$ cat config.mk
export PLATFORM = sky130hd
export DESIGN_NAME = hmac_sha1_engine_flat
export DESIGN_NICKNAME = d
export VERILOG_FILES = /design/src/rtl/core/hse_pkg.sv /design/src/rtl/core/hse_in_if.sv /design/src/rtl/core/hse_out_if.sv /design/src/rtl/core/hse_datapath.sv /design/src/rtl/core/hse_ctrl.sv /design/src/rtl/core/hmac_sha1_engine.sv /design/src/flat_wrapper.sv
export SDC_FILE = /design/constraint.sdc
export NUM_CORES = 2
export LEC_CHECK = 0
export ABC_AREA = 1
export BUFFER_PORTS_ARGS = -buffer_cell sky130_fd_sc_hd__buf_2
export CORE_MARGIN = 10
export CORE_UTILIZATION = 38
export CTS_CLUSTER_SIZE = 16
export DETAILED_ROUTE_END_ITERATION = 16
export MAX_ROUTING_LAYER = met4
export PLACE_DENSITY = 0.5
export SETUP_SLACK_MARGIN = 0.2
export SLEW_MARGIN = 10
export SYNTH_ARGS = -nofsm -noshare
export SYNTH_HDL_FRONTEND = slang
export SYNTH_HIERARCHICAL = 1
export SYNTH_SLANG_ARGS = --single-unit
$ cat constraint.sdc
create_clock -name clk -period 25.5 [get_ports clk]
set_input_delay 5.1 -clock clk [delete_from_list [all_inputs] [get_ports clk]]
set_output_delay 5.1 -clock clk [all_outputs]
set_load 0.03 [all_outputs]
$ cat src/rtl/core/hse_pkg.sv
// package: shared types, constants and command structs of the hmac-sha1 engine
`timescale 1ns / 1ps
package hse_pkg;

	localparam logic [31:0] K0 = 32'h5a827999;
	localparam logic [31:0] K1 = 32'h6ed9eba1;
	localparam logic [31:0] K2 = 32'h8f1bbcdc;
	localparam logic [31:0] K3 = 32'hca62c1d6;
	localparam logic [31:0] IV0 = 32'h67452301;
	localparam logic [31:0] IV1 = 32'hefcdab89;
	localparam logic [31:0] IV2 = 32'h98badcfe;
	localparam logic [31:0] IV3 = 32'h10325476;
	localparam logic [31:0] IV4 = 32'hc3d2e1f0;
	localparam logic [7:0] IPAD = 8'h36;
	localparam logic [7:0] OPAD = 8'h5c;
	localparam logic [7:0] PAD_MARK = 8'h80;
	localparam logic [6:0] KEY_FULL = 7'd64;
	localparam logic [6:0] KEY_LONG = 7'd65;
	localparam logic [5:0] LEN_SLOT = 6'd56;
	localparam logic [6:0] LAST_ROUND = 7'd79;
	localparam logic [6:0] ADD_ROUND = 7'd80;

	typedef enum logic [4:0] {
		S_KEY, S_KPAD, S_LKEY, S_LBYTE, S_INNER, S_DATA, S_OKEY, S_OIN,
		S_F80, S_FZERO, S_FLEN, S_FWAIT, S_OUT
	} state_t;

	typedef enum logic [1:0] {
		CTX_LONGKEY, CTX_INNER, CTX_OUTER
	} ctx_t;

	typedef enum logic [3:0] {
		SRC_IN, SRC_HOLD, SRC_KEY, SRC_KEY_I, SRC_KEY_O, SRC_INNER,
		SRC_PAD80, SRC_ZERO, SRC_LEN
	} src_t;

	typedef struct packed {
		logic       hash_start;
		logic       absorb;
		src_t       src;
		logic [2:0] idx;
		logic       key_shift_in;
		logic       key_shift_zero;
		logic       key_load_digest;
		logic       hold_load;
		logic       inner_save;
	} cmd_t;

	typedef struct packed {
		logic       busy;
		logic [5:0] fill;
	} status_t;

endpackage

$ cat src/rtl/core/hse_in_if.sv
// interface: input item channel
`timescale 1ns / 1ps
interface hse_in_if;
	logic       valid;
	logic       ready;
	logic [7:0] data_value;
	logic       is_key;
	logic       end_of_part;
	logic       carries_none;

	modport source (output valid, data_value, is_key, end_of_part, carries_none, input ready);
	modport sink (input valid, data_value, is_key, end_of_part, carries_none, output ready);
endinterface

$ cat src/rtl/core/hse_out_if.sv
// interface: digest word channel
`timescale 1ns / 1ps
interface hse_out_if;
	logic        valid;
	logic        ready;
	logic [31:0] digest_word;
	logic [2:0]  word_number;
	logic        final_word;

	modport source (output valid, digest_word, word_number, final_word, input ready);
	modport sink (input valid, digest_word, word_number, final_word, output ready);
endinterface

$ cat src/rtl/core/hse_datapath.sv
// datapath: block buffer, key and inner registers, sha-1 round engine
`timescale 1ns / 1ps
module hse_datapath (
	input  logic              clk,
	input  logic              arst_n,
	input  hse_pkg::cmd_t     cmd,
	input  logic [7:0]        in_byte,
	input  logic [2:0]        word_sel,
	output hse_pkg::status_t  status,
	output logic [31:0]       chain_word
);
	logic [511:0] buf_q;
	logic [511:0] key_q;
	logic [159:0] inner_q;
	logic [7:0]   hold_q;
	logic [31:0]  h_q [5];
	logic [31:0]  a_q, b_q, c_q, d_q, e_q;
	logic [63:0]  len_q;
	logic [5:0]   fill_q;
	logic [6:0]   rnd_q;
	logic         busy_q;

	logic [7:0]  key_byte, byte_sel, len_byte;
	logic [2:0]  ridx;
	logic        count_len;
	logic [31:0] f, k, w, t, new_w;

	assign key_byte = key_q[511:504];
	assign ridx = 3'd7 - cmd.idx;
	assign len_byte = len_q[{ridx, 3'b000} +: 8];

	always_comb begin
		count_len = 1'b1;
		unique case (cmd.src)
			hse_pkg::SRC_IN:    byte_sel = in_byte;
			hse_pkg::SRC_HOLD:  byte_sel = hold_q;
			hse_pkg::SRC_KEY:   byte_sel = key_byte;
			hse_pkg::SRC_KEY_I: byte_sel = key_byte ^ hse_pkg::IPAD;
			hse_pkg::SRC_KEY_O: byte_sel = key_byte ^ hse_pkg::OPAD;
			hse_pkg::SRC_INNER: byte_sel = inner_q[159:152];
			hse_pkg::SRC_PAD80: begin
				byte_sel = hse_pkg::PAD_MARK;
				count_len = 1'b0;
			end
			hse_pkg::SRC_LEN: begin
				byte_sel = len_byte;
				count_len = 1'b0;
			end
			default: begin
				byte_sel = 8'h00;
				count_len = 1'b0;
			end
		endcase
	end

	// round logic: schedule word is always the head of the buffer
	assign w = buf_q[511:480];
	assign new_w = {(buf_q[511-32*13 -: 32] ^ buf_q[511-32*8 -: 32] ^
		buf_q[511-32*2 -: 32] ^ w)} << 1 |
		{31'd0, (buf_q[511-32*13] ^ buf_q[511-32*8] ^ buf_q[511-32*2] ^ w[31])};

	always_comb begin
		if (rnd_q < 7'd20) begin
			f = (b_q & c_q) | (~b_q & d_q);
			k = hse_pkg::K0;
		end else if (rnd_q < 7'd40) begin
			f = b_q ^ c_q ^ d_q;
			k = hse_pkg::K1;
		end else if (rnd_q < 7'd60) begin
			f = (b_q & c_q) | (b_q & d_q) | (c_q & d_q);
			k = hse_pkg::K2;
		end else begin
			f = b_q ^ c_q ^ d_q;
			k = hse_pkg::K3;
		end
	end
	assign t = {a_q[26:0], a_q[31:27]} + f + e_q + k + w;

	// control registers
	always_ff @(posedge clk or negedge arst_n) begin
		if (!arst_n) begin
			busy_q <= 1'b0;
			rnd_q <= 7'd0;
			fill_q <= 6'd0;
			len_q <= 64'd0;
			h_q[0] <= hse_pkg::IV0;
			h_q[1] <= hse_pkg::IV1;
			h_q[2] <= hse_pkg::IV2;
			h_q[3] <= hse_pkg::IV3;
			h_q[4] <= hse_pkg::IV4;
		end else begin
			if (cmd.hash_start) begin
				h_q[0] <= hse_pkg::IV0;
				h_q[1] <= hse_pkg::IV1;
				h_q[2] <= hse_pkg::IV2;
				h_q[3] <= hse_pkg::IV3;
				h_q[4] <= hse_pkg::IV4;
				len_q <= 64'd0;
				fill_q <= 6'd0;
			end else if (cmd.absorb) begin
				fill_q <= fill_q + 6'd1;
				if (count_len) begin
					len_q <= len_q + 64'd8;
				end
				if (fill_q == 6'd63) begin
					busy_q <= 1'b1;
					rnd_q <= 7'd0;
				end
			end else if (busy_q) begin
				if (rnd_q == hse_pkg::ADD_ROUND) begin
					h_q[0] <= h_q[0] + a_q;
					h_q[1] <= h_q[1] + b_q;
					h_q[2] <= h_q[2] + c_q;
					h_q[3] <= h_q[3] + d_q;
					h_q[4] <= h_q[4] + e_q;
					busy_q <= 1'b0;
				end else begin
					rnd_q <= rnd_q + 7'd1;
				end
			end
		end
	end

	// payload registers
	always_ff @(posedge clk) begin
		if (cmd.absorb) begin
			buf_q <= {buf_q[503:0], byte_sel};
			if (fill_q == 6'd63) begin
				a_q <= h_q[0];
				b_q <= h_q[1];
				c_q <= h_q[2];
				d_q <= h_q[3];
				e_q <= h_q[4];
			end
		end else if (busy_q && rnd_q <= hse_pkg::LAST_ROUND) begin
			buf_q <= {buf_q[479:0], new_w};
			a_q <= t;
			b_q <= a_q;
			c_q <= {b_q[1:0], b_q[31:2]};
			d_q <= c_q;
			e_q <= d_q;
		end
		if (cmd.key_load_digest) begin
			key_q <= {h_q[0], h_q[1], h_q[2], h_q[3], h_q[4], 352'd0};
		end else if (cmd.key_shift_in) begin
			key_q <= {key_q[503:0], in_byte};
		end else if (cmd.key_shift_zero) begin
			key_q <= {key_q[503:0], 8'h00};
		end else if (cmd.absorb && (cmd.src == hse_pkg::SRC_KEY ||
				cmd.src == hse_pkg::SRC_KEY_I || cmd.src == hse_pkg::SRC_KEY_O)) begin
			key_q <= {key_q[503:0], key_byte};
		end
		if (cmd.inner_save) begin
			inner_q <= {h_q[0], h_q[1], h_q[2], h_q[3], h_q[4]};
		end else if (cmd.absorb && cmd.src == hse_pkg::SRC_INNER) begin
			inner_q <= {inner_q[151:0], 8'h00};
		end
		if (cmd.hold_load) begin
			hold_q <= in_byte;
		end
	end

	assign status.busy = busy_q;
	assign status.fill = fill_q;
	assign chain_word = (word_sel < 3'd5) ? h_q[word_sel] : 32'd0;
endmodule

$ cat src/rtl/core/hse_ctrl.sv
// controller: message sequencing state machine
`timescale 1ns / 1ps
module hse_ctrl (
	input  logic             clk,
	input  logic             arst_n,
	input  logic             in_valid,
	output logic             in_ready,
	input  logic             is_key,
	input  logic             end_of_part,
	input  logic             carries_none,
	output logic             out_valid,
	input  logic             out_ready,
	output logic [2:0]       word_sel,
	input  hse_pkg::status_t status,
	output hse_pkg::cmd_t    cmd
);
	hse_pkg::state_t state_q, state_d;
	hse_pkg::ctx_t   ctx_q, ctx_d;
	logic [6:0] kcnt_q, kcnt_d;
	logic [5:0] cnt_q, cnt_d;
	logic       hlast_q, hlast_d;
	logic       acc;

	always_ff @(posedge clk or negedge arst_n) begin
		if (!arst_n) begin
			state_q <= hse_pkg::S_KEY;
			ctx_q <= hse_pkg::CTX_INNER;
			kcnt_q <= 7'd0;
			cnt_q <= 6'd0;
			hlast_q <= 1'b0;
		end else begin
			state_q <= state_d;
			ctx_q <= ctx_d;
			kcnt_q <= kcnt_d;
			cnt_q <= cnt_d;
			hlast_q <= hlast_d;
		end
	end

	assign in_ready = (state_q == hse_pkg::S_KEY || state_q == hse_pkg::S_DATA) && !status.busy;
	assign acc = in_valid && in_ready;
	assign word_sel = cnt_q[2:0];
	assign out_valid = (state_q == hse_pkg::S_OUT);

	always_comb begin
		state_d = state_q;
		ctx_d = ctx_q;
		kcnt_d = kcnt_q;
		cnt_d = cnt_q;
		hlast_d = hlast_q;
		cmd = '0;
		cmd.src = hse_pkg::SRC_IN;
		cmd.idx = cnt_q[2:0];
		unique case (state_q)
			hse_pkg::S_KEY: begin
				if (acc && is_key) begin
					if (!carries_none) begin
						if (kcnt_q < hse_pkg::KEY_FULL) begin
							cmd.key_shift_in = 1'b1;
							kcnt_d = kcnt_q + 7'd1;
						end else if (kcnt_q == hse_pkg::KEY_FULL) begin
							cmd.hash_start = 1'b1;
							cmd.hold_load = 1'b1;
							hlast_d = end_of_part;
							cnt_d = 6'd0;
							state_d = hse_pkg::S_LKEY;
						end else begin
							cmd.absorb = 1'b1;
						end
					end
					if (end_of_part && !(!carries_none && kcnt_q == hse_pkg::KEY_FULL)) begin
						if (kcnt_q == hse_pkg::KEY_LONG) begin
							ctx_d = hse_pkg::CTX_LONGKEY;
							state_d = hse_pkg::S_F80;
						end else begin
							state_d = hse_pkg::S_KPAD;
						end
					end
				end
			end
			hse_pkg::S_KPAD: begin
				if (kcnt_q == hse_pkg::KEY_FULL) begin
					cmd.hash_start = 1'b1;
					cnt_d = 6'd0;
					state_d = hse_pkg::S_INNER;
				end else begin
					cmd.key_shift_zero = 1'b1;
					kcnt_d = kcnt_q + 7'd1;
				end
			end
			hse_pkg::S_LKEY: begin
				if (!status.busy) begin
					cmd.absorb = 1'b1;
					cmd.src = hse_pkg::SRC_KEY;
					cnt_d = cnt_q + 6'd1;
					if (cnt_q == 6'd63) begin
						state_d = hse_pkg::S_LBYTE;
					end
				end
			end
			hse_pkg::S_LBYTE: begin
				if (!status.busy) begin
					cmd.absorb = 1'b1;
					cmd.src = hse_pkg::SRC_HOLD;
					kcnt_d = hse_pkg::KEY_LONG;
					if (hlast_q) begin
						ctx_d = hse_pkg::CTX_LONGKEY;
						state_d = hse_pkg::S_F80;
					end else begin
						state_d = hse_pkg::S_KEY;
					end
				end
			end
			hse_pkg::S_INNER: begin
				if (!status.busy) begin
					cmd.absorb = 1'b1;
					cmd.src = hse_pkg::SRC_KEY_I;
					cnt_d = cnt_q + 6'd1;
					if (cnt_q == 6'd63) begin
						state_d = hse_pkg::S_DATA;
					end
				end
			end
			hse_pkg::S_DATA: begin
				if (acc && !is_key) begin
					cmd.absorb = !carries_none;
					if (end_of_part) begin
						ctx_d = hse_pkg::CTX_INNER;
						state_d = hse_pkg::S_F80;
					end
				end
			end
			hse_pkg::S_OKEY: begin
				if (!status.busy) begin
					cmd.absorb = 1'b1;
					cmd.src = hse_pkg::SRC_KEY_O;
					cnt_d = cnt_q + 6'd1;
					if (cnt_q == 6'd63) begin
						cnt_d = 6'd0;
						state_d = hse_pkg::S_OIN;
					end
				end
			end
			hse_pkg::S_OIN: begin
				if (!status.busy) begin
					cmd.absorb = 1'b1;
					cmd.src = hse_pkg::SRC_INNER;
					cnt_d = cnt_q + 6'd1;
					if (cnt_q == 6'd19) begin
						ctx_d = hse_pkg::CTX_OUTER;
						state_d = hse_pkg::S_F80;
					end
				end
			end
			hse_pkg::S_F80: begin
				if (!status.busy) begin
					cmd.absorb = 1'b1;
					cmd.src = hse_pkg::SRC_PAD80;
					state_d = hse_pkg::S_FZERO;
				end
			end
			hse_pkg::S_FZERO: begin
				if (!status.busy) begin
					if (status.fill == hse_pkg::LEN_SLOT) begin
						cnt_d = 6'd0;
						state_d = hse_pkg::S_FLEN;
					end else begin
						cmd.absorb = 1'b1;
						cmd.src = hse_pkg::SRC_ZERO;
					end
				end
			end
			hse_pkg::S_FLEN: begin
				cmd.absorb = 1'b1;
				cmd.src = hse_pkg::SRC_LEN;
				cnt_d = cnt_q + 6'd1;
				if (cnt_q == 6'd7) begin
					state_d = hse_pkg::S_FWAIT;
				end
			end
			hse_pkg::S_FWAIT: begin
				if (!status.busy) begin
					cnt_d = 6'd0;
					unique case (ctx_q)
						hse_pkg::CTX_LONGKEY: begin
							cmd.key_load_digest = 1'b1;
							cmd.hash_start = 1'b1;
							kcnt_d = hse_pkg::KEY_FULL;
							state_d = hse_pkg::S_INNER;
						end
						hse_pkg::CTX_INNER: begin
							cmd.inner_save = 1'b1;
							cmd.hash_start = 1'b1;
							state_d = hse_pkg::S_OKEY;
						end
						default: state_d = hse_pkg::S_OUT;
					endcase
				end
			end
			hse_pkg::S_OUT: begin
				if (out_ready) begin
					cnt_d = cnt_q + 6'd1;
					if (cnt_q == 6'd4) begin
						cnt_d = 6'd0;
						kcnt_d = 7'd0;
						state_d = hse_pkg::S_KEY;
					end
				end
			end
			default: state_d = hse_pkg::S_KEY;
		endcase
	end
endmodule

$ cat src/rtl/core/hmac_sha1_engine.sv
// top level: hmac-sha1 engine, controller joined to datapath
`timescale 1ns / 1ps
// usage
// - in: one transfer per key or data byte; is_key picks the part, end_of_part
//   closes it, carries_none closes an empty part without a byte
// - items of the wrong part are taken and dropped
// - ready is held low while a 64-byte block is compressed (80 rounds of the
//   single round unit, then the chaining add) and while padding, the key
//   block and the outer hash are worked through
// - each byte is absorbed as it is taken; every 64 bytes add a compression
// - a key of 64 bytes or less is zero filled to 64 bytes, then the inner key
//   block is absorbed and compressed; a longer key is hashed first
// - after the last data item: inner padding, outer key block (64 bytes),
//   inner digest (20 bytes), outer padding, then the first word; the wait
//   depends on how full the last data block is
// - out: five transfers, word 0 most significant, final_word on word 4;
//   a stalled receiver simply holds the engine until all five are taken
// - reset: asynchronous, low active; back to waiting for key bytes with the
//   chaining words at the sha-1 initial values
module hmac_sha1_engine (
	input logic     clk,
	input logic     arst_n,
	hse_in_if.sink  in,
	hse_out_if.source out
);
	hse_pkg::cmd_t    cmd;
	hse_pkg::status_t status;
	logic [2:0]       word_sel;
	logic [31:0]      chain_word;

	// sequencing of key, inner, outer hashes and padding
	hse_ctrl u_ctrl (
		.clk          (clk),
		.arst_n       (arst_n),
		.in_valid     (in.valid),
		.in_ready     (in.ready),
		.is_key       (in.is_key),
		.end_of_part  (in.end_of_part),
		.carries_none (in.carries_none),
		.out_valid    (out.valid),
		.out_ready    (out.ready),
		.word_sel     (word_sel),
		.status       (status),
		.cmd          (cmd)
	);

	// buffers and sha-1 round engine
	hse_datapath u_dp (
		.clk        (clk),
		.arst_n     (arst_n),
		.cmd        (cmd),
		.in_byte    (in.data_value),
		.word_sel   (word_sel),
		.status     (status),
		.chain_word (chain_word)
	);

	// chaining words stay still while the digest is read out
	assign out.digest_word = chain_word;
	assign out.word_number = word_sel;
	assign out.final_word  = (word_sel == 3'd4);
endmodule
$ cat src/flat_wrapper.sv
// flat-port wrapper written by rule: the top's interface ports become plain ports
module hmac_sha1_engine_flat 
  (clk, arst_n, in_valid, in_data_value, in_is_key, in_end_of_part, in_carries_none, in_ready, out_valid, out_digest_word, out_word_number, out_final_word, out_ready);
  hse_in_if in_i ();
  hse_out_if out_i ();
  input logic clk;
  input logic arst_n;
  input wire logic [$bits(in_i.valid)-1:0] in_valid;
  input wire logic [$bits(in_i.data_value)-1:0] in_data_value;
  input wire logic [$bits(in_i.is_key)-1:0] in_is_key;
  input wire logic [$bits(in_i.end_of_part)-1:0] in_end_of_part;
  input wire logic [$bits(in_i.carries_none)-1:0] in_carries_none;
  output wire logic [$bits(in_i.ready)-1:0] in_ready;
  output wire logic [$bits(out_i.valid)-1:0] out_valid;
  output wire logic [$bits(out_i.digest_word)-1:0] out_digest_word;
  output wire logic [$bits(out_i.word_number)-1:0] out_word_number;
  output wire logic [$bits(out_i.final_word)-1:0] out_final_word;
  input wire logic [$bits(out_i.ready)-1:0] out_ready;
  assign in_i.valid = in_valid;
  assign in_i.data_value = in_data_value;
  assign in_i.is_key = in_is_key;
  assign in_i.end_of_part = in_end_of_part;
  assign in_i.carries_none = in_carries_none;
  assign in_ready = in_i.ready;
  assign out_valid = out_i.valid;
  assign out_digest_word = out_i.digest_word;
  assign out_word_number = out_i.word_number;
  assign out_final_word = out_i.final_word;
  assign out_i.ready = out_ready;
  hmac_sha1_engine u_core (.clk(clk), .arst_n(arst_n), .in(in_i), .out(out_i));
endmodule
==> out/metrics.cfg <==
[setup_path]
crit_required_ns = 26.26
rr_startpoint = u_core/u_dp/rnd_q[4]$_DFFE_PN0P_
crit_path_cell_trace = buf_2, inv_1, nand4_2, nor3_1, a21oi_1, nand3b_1, buf_4, a21oi_4, buf_12, inv_8, buf_4, buf_4, nor2_1, nor2_1
endpoint_kind = register
path_common_cell = buf_4
path_class = input port to register
crit_path_max_incr_delay_ns = 1.01
arrival_ns = 10.58
path_max_fanout = 243
worst-path-buf-inv = 7
r2r_end = u_core/u_dp/a_q[31]$_DFFE_PP_
crit_family = buffers and inverters
start_kind = input port
ff2ff_setup_slack_ns = 18.66
slowest_stage = inv_8
worstRegToRegCells = 23

[synth]
yosysTopAreaCellShare = 0.3474
syn-num-nets = 11056
ys_seq_area_frac = 0.5040
synth-seq-cells = 1607
async_flop_share = 0.1587
synthDistinctLibCells = 64
synth_top_area_cell = edfxtp_1
ys.flop_type = edfxtp_1
syn_area_um2 = 86430
synth_edf_count = 1000
synth_warnings = 6
syn_avg_cell_area_um2 = 8.067
syn_inst = 10714
synthTopCellsByArea = edfxtp_1 35%, nand2_1 16%, dfxtp_1 8.2%, dfrtp_1 5.0%, nor2_1 5.0%

[floorplanning]
die_h_um = 496.9
ios = 53
start_util = 0.3810
core_area_um2 = 226800
fp.dieW_um = 496.9
die_area_um2 = 246900
fp-row-count = 175

[outcome]
violations = slew limit
status = complete, but fails checks

[cts]
cts_made_buffers = 186
hold_buffers = 0
cts.clk_slew.worst_paths_ns = 0.06
postCtsSetupRepairBufs = 0
cts_max_level = 4
cts_sinks = 1607
cts-root-buf = clkbuf_16
postCtsResizedCells = 0
cts_tree = yes
cts.path.max_buffers = 3
insertion_delay_ns = 0.84

[drt]
vias = 72143
viasPerCell = 5.241
first_iter_violations = 7769
wire_per_inst_um = 22.28
drc = 0
drtAntennaViolNets = 0
wirelength_mm = 306.7
firstDrtPassIters = 6

[global_routing]
overflow = 0
grt_use_total = 0.2454
grt_max_degree = 253
antenna_found_initial = 28
grt_pass1_wl_mm = 449.9
grt_pass1_vias = 67235

[sta]
finalHoldViolations = 0
finalSetupViolations = 0
finalSetupTns_ns = 0
drv_slew = 63
skew_ns = 0.03524
max-slew-margin-rel = -0.009728
fmax_mhz = 101.9
min_period_ns = 9.818
tightest_slew_ns = 1.515
rsz0062_at_grt = false
worst_slack_ns = 15.68
fin_crit_sh = 0.3850

[cells_and_area]
multi_input_area_um2 = 37020
area_growth_pct = 10.19
drive_above_1_share = 0.05436
num-fill-cells = 23322
nNetsFinal = 10926
seq_area_um2 = 43570

[place]
port_buffers = 52
gp_congestion = 0.9917
pre_cts_slack_ns = 14.93
dp_hpwl_mm = 218.2

[run]
drv_cap = 0

[min_path]
min_to = u_core/u_dp/key_q[80]$_SDFFE_PP0P_
min-delay-start = u_core/u_dp/key_q[80]$_SDFFE_PP0P_
worstHoldPathType = register to register
min_path_cells = 2

-- Yosys cell counts (12+ instances only) --
master and instances:
nand2_1 3748, nor2_1 1152, inv_1 1008, edfxtp_1 1000
o21ai_0 812, nand3_1 416, dfxtp_1 352, a21oi_1 328
clkbuf_1 261, o21ai_1 219, ha_1 202, dfrtp_1 174
buf_2 138, fa_1 125, nand4_1 93, xnor2_1 91
nor3_1 82, dfstp_2 81, xor2_1 68, o22ai_1 48
o21bai_1 30, nand3b_1 28, buf_6 24, o211ai_1 21
o32ai_1 19, or2_2 18, inv_2 16, a211oi_1 13
buf_4 13, nor2_2 12, nor4_1 12
-- worst min-delay path, delay by kind of cell, from the launching register on --
kind / cells / cell delay (ns)
and+or+nand+nor: 2 / 0.12
DFF: 1 / 0.32
-- final cells by class --
cell class | instances | area share
antenna | 14 | 0.0003678
multi-input combinational | 7637 | 0.3887
clock buffer | 250 | 0.05373
sequential | 1607 | 0.4574
inverter | 1026 | 0.04074
tap | 3009 | 0.03953
clock inverter | 97 | 0.009735
timing repair buffer | 126 | 0.009721
-- sequential cells by signal, indices dropped and copies added, names as in the netlist, 4 cells and up --
register / flops
u_core/u_dp/d_q: 32
u_core/u_dp/a_q: 32
u_core/u_ctrl/kcnt_q: 7
u_core/u_dp/len_q: 61
u_core/u_dp/fill_q: 6
u_core/u_ctrl/state_q: 4
u_core/u_dp/c_q: 32
u_core/u_ctrl/cnt_q: 6
u_core/u_dp/inner_q: 160
u_core/u_dp/b_q: 32
u_core/u_dp/rnd_q: 7
u_core/u_dp/key_q: 512
u_core/u_dp/hold_q: 8
u_core/u_dp/e_q: 32
u_core/u_dp/h_q: 160
u_core/u_dp/buf_q: 512
-- how the worst max path moves through the flow --
stage	from	to	slack [ns]	cells past startpoint
2_1_floorplan	in_is_key	u_core/u_dp/a_q[0]$_DFFE_PP_	3.95	10
3_3_place_gp	in_is_key	u_core/u_dp/buf_q[261]$_DFFE_PP_	14.98	11
3_5_place_dp	in_is_key	u_core/u_dp/buf_q[205]$_DFFE_PP_	14.93	11
4_1_cts	in_is_key	u_core/u_dp/buf_q[429]$_DFFE_PP_	15.84	11
5_1_grt	in_carries_none	u_core/u_dp/buf_q[253]$_DFFE_PP_	15.39	11
6_report	in_is_key	u_core/u_dp/key_q[94]$_SDFFE_PP0P_	15.68	14
-- layer usage --
metal	global-route usage	routed length [um]	up-vias
met2	0.3490	128600	2477
li1	-	-	34533
met3	0.04382	23300	466
met5	-	0	-
met1	0.3521	143500	34667
met4	0.07999	11350	0
-- placed cells by master, fill, tap and decap left out, types with 188 or more instances in the layout --
cell / n
a21oi_1: 328
clkbuf_16: 188
dfxtp_1: 352
edfxtp_1: 1000
ha_1: 202
inv_1: 1005
nand2_1: 3745
nand3_1: 416
nor2_1: 1150
o21ai_0: 811
o21ai_1: 218
-- stage by stage --
step | cell area, um2 | cells | utilization | hold slack, ns
floorplan | 86430 | 10714 | - | 0.4495
global placement | 89160 | 13405 | 0.3930 | 0.4577
detailed placement | 89160 | 13405 | 0.3931 | 0.4665
CTS | 95210 | 13752 | 0.4197 | 0.4811
global route | 95230 | 13761 | 0.4198 | 0.4991
finish | 95240 | 13766 | 0.4199 | 0.4749
-- logic make-up after synthesis --
group	share of synthesized area
flops	0.5040
buf+inv	0.06849
xor+xnor	0.01611
simple gates	0.2580
fa+ha+maj	0.05819
compound gates	0.09522
Power is left out: the tool's default activity adds up to more than one toggle a clock period on the data nets, which glitch-free logic cannot reach.
